### config.mk
export PLATFORM = sky130hd
export DESIGN_NAME = lru_key_value_cache_unit
export DESIGN_NICKNAME = d
export VERILOG_FILES = /design/src/rtl/lkvc_pkg.sv /design/src/rtl/lkvc_cell.sv /design/src/rtl/lru_key_value_cache_unit.sv
export VERILOG_INCLUDE_DIRS = /design/src /design/src/rtl
export SDC_FILE = /design/constraint.sdc
export NUM_CORES = 2
export LEC_CHECK = 0
export BUFFER_PORTS_ARGS = -buffer_cell sky130_fd_sc_hd__buf_2
export CAP_MARGIN = 25
export CORE_MARGIN = 2
export CORE_UTILIZATION = 50
export DETAILED_ROUTE_END_ITERATION = 6
export HOLD_SLACK_MARGIN = 0.08
export PLACE_DENSITY_LB_ADDON = 0.15
export SLEW_MARGIN = 15
export SYNTH_ARGS = -nofsm -noshare
export SYNTH_HDL_FRONTEND = slang
export SYNTH_SLANG_ARGS = --single-unit
### constraint.sdc
create_clock -name clk -period 24.3 [get_ports clk]
set_input_delay 1.215 -clock clk [delete_from_list [all_inputs] [get_ports clk]]
set_output_delay 1.215 -clock clk [all_outputs]
set_load 0.01 [all_outputs]
### src/rtl/lru_key_value_cache_unit_macros.svh
// ----------------------------------------------------------------------------
// lru key value cache assertion macros
// shared property forms for the cache checks, clocked on clk, off in reset
// ----------------------------------------------------------------------------
`ifndef LRU_KEY_VALUE_CACHE_UNIT_MACROS_SVH
`define LRU_KEY_VALUE_CACHE_UNIT_MACROS_SVH

// same-cycle implication
`define LKVC_ASSERT_NOW(label, ante, cons) \
  label: assert property (@(posedge clk) disable iff (rst) (ante) |-> (cons)) \
    else $error("lkvc check failed");

// next-cycle implication
`define LKVC_ASSERT_NEXT(label, ante, cons) \
  label: assert property (@(posedge clk) disable iff (rst) (ante) |=> (cons)) \
    else $error("lkvc check failed");

`endif

### src/rtl/lkvc_pkg.sv
// ----------------------------------------------------------------------------
// lkvc_pkg
// word types, opcodes and shift controls of the lru key value cache
// ----------------------------------------------------------------------------
package lkvc_pkg;

  localparam int OPCODE_W  = 2;
  localparam int KEY_W     = 64;
  localparam int VALUE_W   = 32;
  localparam int CFG_W     = 5;
  localparam logic [CFG_W-1:0] CFG_RESET = 5'd16;

  localparam logic [OPCODE_W-1:0] OP_GET = 2'd0;
  localparam logic [OPCODE_W-1:0] OP_SET = 2'd1;
  localparam logic [OPCODE_W-1:0] OP_DEL = 2'd2;
  localparam logic [OPCODE_W-1:0] OP_NOP = 2'd3;

  localparam logic SRC_LEFT  = 1'b0;
  localparam logic SRC_RIGHT = 1'b1;

  typedef struct packed {
    logic [OPCODE_W-1:0] opcode;
    logic [KEY_W-1:0]    key;
    logic [VALUE_W-1:0]  value;
  } req_t;

  typedef struct packed {
    logic               hit;
    logic [VALUE_W-1:0] read_value;
    logic               evicted;
  } rsp_t;

  typedef struct packed {
    logic en;
    logic src;
  } shift_ctl_t;

endpackage

### src/rtl/lkvc_cell.sv
// ----------------------------------------------------------------------------
// lkvc_cell
// one entry of the recency-ordered chain: key compare and neighbor shift
// ----------------------------------------------------------------------------
module lkvc_cell #(
  parameter int IDX = 0,
  parameter int IW  = 4,
  parameter int KB  = 64,
  parameter int VB  = 32
) (
  input  logic                 clk,
  input  logic                 rst,
  input  lkvc_pkg::shift_ctl_t ctl,
  input  logic [IW-1:0]        limit,
  input  logic [KB-1:0]        search_key,
  input  logic                 left_valid,
  input  logic [KB-1:0]        left_key,
  input  logic [VB-1:0]        left_value,
  input  logic                 right_valid,
  input  logic [KB-1:0]        right_key,
  input  logic [VB-1:0]        right_value,
  output logic                 ent_valid,
  output logic [KB-1:0]        ent_key,
  output logic [VB-1:0]        ent_value,
  output logic                 match
);

  logic take_left;
  logic take_right;

  assign take_left  = ctl.en && (ctl.src == lkvc_pkg::SRC_LEFT) && (IW'(IDX) <= limit);
  assign take_right = ctl.en && (ctl.src == lkvc_pkg::SRC_RIGHT) && (IW'(IDX) >= limit);
  assign match      = ent_valid && (ent_key == search_key);

  always_ff @(posedge clk) begin
    if (rst) begin
      ent_valid <= 1'b0;
    end else if (take_left) begin
      ent_valid <= left_valid;
    end else if (take_right) begin
      ent_valid <= right_valid;
    end
  end

  always_ff @(posedge clk) begin
    if (take_left) begin
      ent_key   <= left_key;
      ent_value <= left_value;
    end else if (take_right) begin
      ent_key   <= right_key;
      ent_value <= right_value;
    end
  end

endmodule

### src/rtl/lru_key_value_cache_unit.sv
// ----------------------------------------------------------------------------
// lru_key_value_cache_unit
// fully associative key value cache with least-recently-used replacement
// ----------------------------------------------------------------------------
// Entries sit in a chain of cells kept in recency order, most recent in cell
// zero, valid entries packed at the front. An accepted word goes through a
// match cycle that compares the key against every cell and reduces hit,
// position and value, then an update cycle that shifts the chain toward or
// away from the head in one step and loads the response register. The next
// word is taken during the update cycle of the last one while the response
// side keeps up; a stalled response holds the update cycle. Reset clears
// only the valid bits of the cells, there is no clearing pass.
module lru_key_value_cache_unit #(
  parameter int CAPACITY   = 16,
  parameter int KEY_BITS   = 64,
  parameter int VALUE_BITS = 32
) (
  input  logic                          clk,
  input  logic                          rst,
  input  logic                          req_valid,
  output logic                          req_ready,
  input  lkvc_pkg::req_t                req,
  output logic                          rsp_valid,
  input  logic                          rsp_ready,
  output lkvc_pkg::rsp_t                rsp,
  input  logic                          wr_en,
  input  logic [lkvc_pkg::CFG_W-1:0]    wr_data
);

`include "lru_key_value_cache_unit_macros.svh"

  localparam int IW   = $clog2(CAPACITY);
  localparam int CW   = $clog2(CAPACITY + 1);
  localparam int CAPW = (CW > lkvc_pkg::CFG_W) ? CW : lkvc_pkg::CFG_W;

  localparam logic [1:0] ST_IDLE   = 2'd0;
  localparam logic [1:0] ST_MATCH  = 2'd1;
  localparam logic [1:0] ST_UPDATE = 2'd2;

  logic [1:0]                    state;
  logic [1:0]                    state_next;
  logic [lkvc_pkg::OPCODE_W-1:0] op;
  logic [KEY_BITS-1:0]           pkey;
  logic [VALUE_BITS-1:0]         pvalue;
  logic                          mhit;
  logic [IW-1:0]                 midx;
  logic [VALUE_BITS-1:0]         mval;
  logic [CW-1:0]                 count;
  logic [CW-1:0]                 count_next;
  logic [lkvc_pkg::CFG_W-1:0]    cap_cfg;

  logic [CAPACITY-1:0]   cv;
  logic [KEY_BITS-1:0]   ck [CAPACITY];
  logic [VALUE_BITS-1:0] cval [CAPACITY];
  logic [CAPACITY-1:0]   cm;
  logic [CAPACITY-1:0]   lv;
  logic [KEY_BITS-1:0]   lk [CAPACITY];
  logic [VALUE_BITS-1:0] lval [CAPACITY];
  logic [CAPACITY-1:0]   rv;
  logic [KEY_BITS-1:0]   rk [CAPACITY];
  logic [VALUE_BITS-1:0] rval [CAPACITY];

  logic                  red_hit;
  logic [IW-1:0]         red_idx;
  logic [VALUE_BITS-1:0] red_val;

  lkvc_pkg::shift_ctl_t  ctl;
  logic [IW-1:0]         limit;
  logic [VALUE_BITS-1:0] head_value;
  logic [CAPW-1:0]       cap_eff;
  logic                  full;
  logic                  go;
  logic                  accept;
  lkvc_pkg::rsp_t        rsp_next;

  assign go        = (state == ST_UPDATE) && (!rsp_valid || rsp_ready);
  assign req_ready = (state == ST_IDLE) || go;
  assign accept    = req_valid && req_ready;

  always_comb begin
    if (cap_cfg == '0) begin
      cap_eff = CAPW'(1);
    end else if (CAPW'(cap_cfg) > CAPW'(CAPACITY)) begin
      cap_eff = CAPW'(CAPACITY);
    end else begin
      cap_eff = CAPW'(cap_cfg);
    end
  end

  assign full = CAPW'(count) >= cap_eff;

  // match reduction, keys are unique among valid cells
  always_comb begin
    red_idx = '0;
    red_val = '0;
    for (int i = 0; i < CAPACITY; i++) begin
      red_idx = red_idx | ({IW{cm[i]}} & IW'(i));
      red_val = red_val | ({VALUE_BITS{cm[i]}} & cval[i]);
    end
    red_hit = |cm;
  end

  always_comb begin
    ctl        = '0;
    limit      = '0;
    head_value = pvalue;
    count_next = count;
    rsp_next   = '0;
    if (go) begin
      case (op)
        lkvc_pkg::OP_GET: begin
          rsp_next.hit = mhit;
          if (mhit) begin
            ctl.en              = 1'b1;
            ctl.src             = lkvc_pkg::SRC_LEFT;
            limit               = midx;
            head_value          = mval;
            rsp_next.read_value = lkvc_pkg::VALUE_W'(mval);
          end
        end
        lkvc_pkg::OP_SET: begin
          rsp_next.hit = mhit;
          ctl.en       = 1'b1;
          ctl.src      = lkvc_pkg::SRC_LEFT;
          if (mhit) begin
            limit = midx;
          end else if (full) begin
            limit            = IW'(count - CW'(1));
            rsp_next.evicted = 1'b1;
          end else begin
            limit      = IW'(count);
            count_next = count + CW'(1);
          end
        end
        lkvc_pkg::OP_DEL: begin
          rsp_next.hit = mhit;
          if (mhit) begin
            ctl.en     = 1'b1;
            ctl.src    = lkvc_pkg::SRC_RIGHT;
            limit      = midx;
            count_next = count - CW'(1);
          end
        end
        default: begin
          rsp_next = '0;
        end
      endcase
    end
  end

  always_comb begin
    state_next = state;
    case (state)
      ST_IDLE: begin
        if (req_valid) begin
          state_next = ST_MATCH;
        end
      end
      ST_MATCH: begin
        state_next = ST_UPDATE;
      end
      ST_UPDATE: begin
        if (go) begin
          state_next = req_valid ? ST_MATCH : ST_IDLE;
        end
      end
      default: begin
        state_next = ST_IDLE;
      end
    endcase
  end

  always_ff @(posedge clk) begin
    if (rst) begin
      state     <= ST_IDLE;
      count     <= '0;
      cap_cfg   <= lkvc_pkg::CFG_RESET;
      rsp_valid <= 1'b0;
    end else begin
      state <= state_next;
      count <= count_next;
      if (wr_en) begin
        cap_cfg <= wr_data;
      end
      if (go) begin
        rsp_valid <= 1'b1;
      end else if (rsp_ready) begin
        rsp_valid <= 1'b0;
      end
    end
  end

  always_ff @(posedge clk) begin
    if (accept) begin
      op     <= req.opcode;
      pkey   <= KEY_BITS'(req.key);
      pvalue <= VALUE_BITS'(req.value);
    end
    if (state == ST_MATCH) begin
      mhit <= red_hit;
      midx <= red_idx;
      mval <= red_val;
    end
    if (go) begin
      rsp <= rsp_next;
    end
  end

  for (genvar i = 0; i < CAPACITY; i++) begin : g_cell
    if (i == 0) begin : g_head
      assign lv[i]   = 1'b1;
      assign lk[i]   = pkey;
      assign lval[i] = head_value;
    end else begin : g_left
      assign lv[i]   = cv[i-1];
      assign lk[i]   = ck[i-1];
      assign lval[i] = cval[i-1];
    end
    if (i == CAPACITY - 1) begin : g_tail
      assign rv[i]   = 1'b0;
      assign rk[i]   = '0;
      assign rval[i] = '0;
    end else begin : g_right
      assign rv[i]   = cv[i+1];
      assign rk[i]   = ck[i+1];
      assign rval[i] = cval[i+1];
    end

    lkvc_cell #(
      .IDX (i),
      .IW  (IW),
      .KB  (KEY_BITS),
      .VB  (VALUE_BITS)
    ) u_cell (
      .clk         (clk),
      .rst         (rst),
      .ctl         (ctl),
      .limit       (limit),
      .search_key  (pkey),
      .left_valid  (lv[i]),
      .left_key    (lk[i]),
      .left_value  (lval[i]),
      .right_valid (rv[i]),
      .right_key   (rk[i]),
      .right_value (rval[i]),
      .ent_valid   (cv[i]),
      .ent_key     (ck[i]),
      .ent_value   (cval[i]),
      .match       (cm[i])
    );
  end

  `LKVC_ASSERT_NOW(a_count_matches_valid, 1'b1, $countones(cv) == int'(count))
  `LKVC_ASSERT_NEXT(a_accept_to_match, accept, state == ST_MATCH)
  `LKVC_ASSERT_NOW(a_evict_only_on_miss, rsp_valid && rsp.evicted, !rsp.hit)
  `LKVC_ASSERT_NEXT(a_insert_grows, go && (op == lkvc_pkg::OP_SET) && !mhit && !full,
                    count == $past(count) + CW'(1))

endmodule

==> impl_metrics.csv <==
group,metric,value,unit
route,viasPerCell,6.648,
timing,setup_viol,0,
yosys,synthArstFlopShare,0,
placement,place.gp.congestion,1.144,
yosys,synth_top_cell_area_share,0.5918,
outcome,outcome,"complete, no violations",
floorplan,die_w,420.0,um
global_routing,grt_antenna_before_repair,13,
floorplan,fp.dieArea,176400,um^2
worst_hold_path,worstHoldEndpoint,"cap_cfg[0]$_SDFFE_PP0P_",
critical_path,rr_endpoint,"g_cell[11].u_cell.ent_key[26]$_DFFE_PP_",
floorplan,die_h,420.0,um
critical_path,rrSetupSlack,18.77,ns
route,routedWlPerCell,37.17,um
route,num_vias,60170,
timing,period_needed,5.534,ns
yosys,syn_avg_cell_area,13.27,um^2
clocking,cts_tree,"yes",
yosys,yosysTopAreaCell,"edfxtp_1",
critical_path,crit_path_max_fanout,71,
clocking,numCtsBuffers,189,
job,max_cap_viol_count,0,
timing,final.period_utilization,0.2277,
timing,finalSetupTns,0,ns
yosys,synth_edf_count,1705,
clocking,cts-resized-gates,0,
route,first_pass_iters,7,
clocking,clk_pin_slew,0.06,ns
critical_path,worst_ep_required_time,24.77,ns
global_routing,grt.overflow.total,0,
worst_hold_path,min_path_type,"reg2reg",
clocking,cts_max_level,4,
yosys,synthTopCellsByCount,"edfxtp_1, nand2_1, mux2_2",
timing,whs,0.5201,ns
yosys,synthFlopType,"edfxtp_1",
worst_hold_path,hold_path.startpoint,"cap_cfg[0]$_SDFFE_PP0P_",
timing,fin_skew,0.03515,ns
final_layout,finalNetCount,6700,
route,ant_nets,0,
power,leakagePower,32.48,nW
timing,tightest_slew,1.122,ns
route,drc,0,
power,p_total,6.374,mW
yosys,syn_nets,6633,
yosys,ys_ff_latch,1734,
critical_path,criticalPathCategory,"reg2reg",
yosys,netlist_instances,6518,
timing,slew-limit-headroom,0.2521,
placement,port_buffers,143,
timing,slew_viol_final,0,
global_routing,grt_util_all_layers,0.3773,
final_layout,drive_gt1_frac,0.2354,
clocking,postCtsHoldBufs,0,
timing,fmax,0.1807,GHz
placement,dpl.hpwl,232300,um
critical_path,crit_arrival,6.00,ns
yosys,syn-cell-area,86510,um^2
yosys,yosysSeqAreaShare,0.5985,
floorplan,start_util,0.5037,
power,powerDensity,66.90,nW/um^2
clocking,clock_path_buffers,3,
global_routing,grt_pass1_wl,459300,um
critical_path,r2r_cells,11,
yosys,yosysWarnings,0,
floorplan,ios,144,
critical_path,r2r-start,"count[0]$_SDFFE_PP0P_",
yosys,synth_cell_types,81,
clocking,clockRootBuffer,"clkbuf_16",
final_layout,design_area,95270,um^2
route,routed_wl,336400,um
floorplan,num_rows,152,
power,ir_drop,0.06863,mV
placement,place_area,89470,um^2
critical_path,crit_path_end_kind,"register",
final_layout,synthToLayoutAreaGrowth,10.13,%
floorplan,fp.coreArea,171700,um^2
yosys,yosys.cell_count.top_type,"edfxtp_1",
clocking,cts_setup_buffers,0,
global_routing,grt_pass1_vias,56660,
worst_hold_path,whs_path_depth,2,
route,drtIter0Drc,10150,
yosys,synth_area_leaders,"edfxtp_1, mux2_2, xnor2_1, nand2_1, xor2_1",
timing,rsz0062_at_grt,"false",
timing,hold_viol_final,0,
critical_path,setup.worst_path.start_class,"register",
clocking,clock-sinks,1734,
clocking,insertion_delay,0.86,ns
global_routing,grt_max_degree,76,
-- where the power goes --
part	switching, mW	internal [mW]	leakage, nW
Sequential	0.0185	3.27	15.5
Combinational	0.228	0.0829	14.2
Clock	1.25	1.52	2.78
Total	1.49	4.88	32.5
-- metal layers --
metal	wire (um)	global-route usage	up-vias
li1	-	-	24470
met1	134100	0.5411	30390
met2	139000	0.5235	4475
met3	40140	0.08145	825
met4	23000	0.2235	12
met5	154	0.004168	-
-- worst max-delay path, stage by stage (launching register included) --
cell and delay [ns]:
dfxtp_1 0.48, inv_1 0.15, ha_1 0.29, nand2b_1 0.15, a31oi_2 0.14, o21a_2 0.28
o311ai_4 0.70, nand2_1 0.49, a21oi_4 0.23, buf_4 0.61, nand2b_4 0.64, buf_4 0.82
-- cell families (layout without fill, tap and decap cells) --
| kind of cell | after synthesis | in the layout | share of synthesized area |
|---|---|---|---|
| DFF | 1734 | 1734 | 0.5985 |
| and+or+nand+nor | 1674 | 1674 | 0.09206 |
| muxes | 1040 | 1040 | 0.1361 |
| xor gates and xnor gates | 802 | 802 | 0.08120 |
| AOI/OAI and AO/OA | 721 | 721 | 0.06117 |
| buffers and inverters | 540 | 754 | 0.02997 |
| adders and majority gates | 7 | 7 | 0.001012 |
| other | 0 | 9 | 0 |
-- flip-flops by register name, indices dropped and copies added, names as in the netlist --
name                     flops
pvalue                      32
state                        2
pkey                        64
rsp_valid                    1
count                        5
rsp                         34
g_cell.u_cell.ent_key     1024
midx                         4
g_cell.u_cell.ent_valid     16
cap_cfg                      5
g_cell.u_cell.ent_value    512
op                           2
mval                        32
mhit                         1
-- per-stage QoR --
| stage | std cells | worst slack, ns | util |
|---|---|---|---|
| after floorplan | 6518 | 13.57 | - |
| after global placement | 8701 | 18.23 | 0.5209 |
| after detailed placement | 8702 | 17.99 | 0.5210 |
| after CTS | 9040 | 18.80 | 0.5544 |
| after global routing | 9042 | 18.50 | 0.5546 |
| final | 9051 | 18.77 | 0.5548 |
-- layout make-up --
type                    count  area [um^2]
multi-input cells        4244        32510
well taps                2310         2890
flip-flops and latches   1734        51780
fillers                 14330        76460
repair buffers            290         1864
clock buffers             242         5011
inverters                 126        473.0
clock inverters            96        719.4
diodes                      9        22.52
-- placed cells by master, fill, tap and decap left out, types with 24 or more instances in the layout --
master | synthesis | layout
edfxtp_1 | 1705 | 1705
nand2_1 | 1005 | 996
mux2_2 | 957 | 957
xnor2_1 | 457 | 457
xor2_1 | 345 | 345
clkbuf_16 | 0 | 191
o21ai_0 | 176 | 174
nand4_1 | 172 | 172
buf_4 | 47 | 144
buf_2 | 215 | 143
nor4_1 | 118 | 118
inv_1 | 115 | 114
a22oi_1 | 112 | 112
and2_1 | 100 | 99
a221oi_1 | 86 | 86
a22o_1 | 72 | 72
o22ai_1 | 57 | 57
clkinv_1 | 6 | 53
a21oi_1 | 54 | 52
nand2b_1 | 53 | 50
mux2_1 | 50 | 50
clkbuf_1 | 119 | 47
and3_1 | 42 | 41
nor2_1 | 41 | 39
a222oi_1 | 35 | 35
nand3_1 | 35 | 34
dfxtp_1 | 29 | 29
nor3_1 | 29 | 27
clkinv_2 | 0 | 24
-- worst max-delay path by stage --
stage	from	end	cells after the start
after floorplan	rsp_ready	g_cell[8].u_cell.ent_valid$_SDFFE_PP0P_	6
after global placement	rsp_ready	g_cell[0].u_cell.ent_key[58]$_DFFE_PP_	9
after detailed placement	rsp_ready	g_cell[0].u_cell.ent_key[46]$_DFFE_PP_	9
after CTS	count[0]$_SDFFE_PP0P_	g_cell[11].u_cell.ent_key[10]$_DFFE_PP_	11
after global routing	count[0]$_SDFFE_PP0P_	g_cell[11].u_cell.ent_key[30]$_DFFE_PP_	11
final	count[0]$_SDFFE_PP0P_	g_cell[11].u_cell.ent_key[26]$_DFFE_PP_	11
Note: power is estimated with default switching activity, not from simulation.
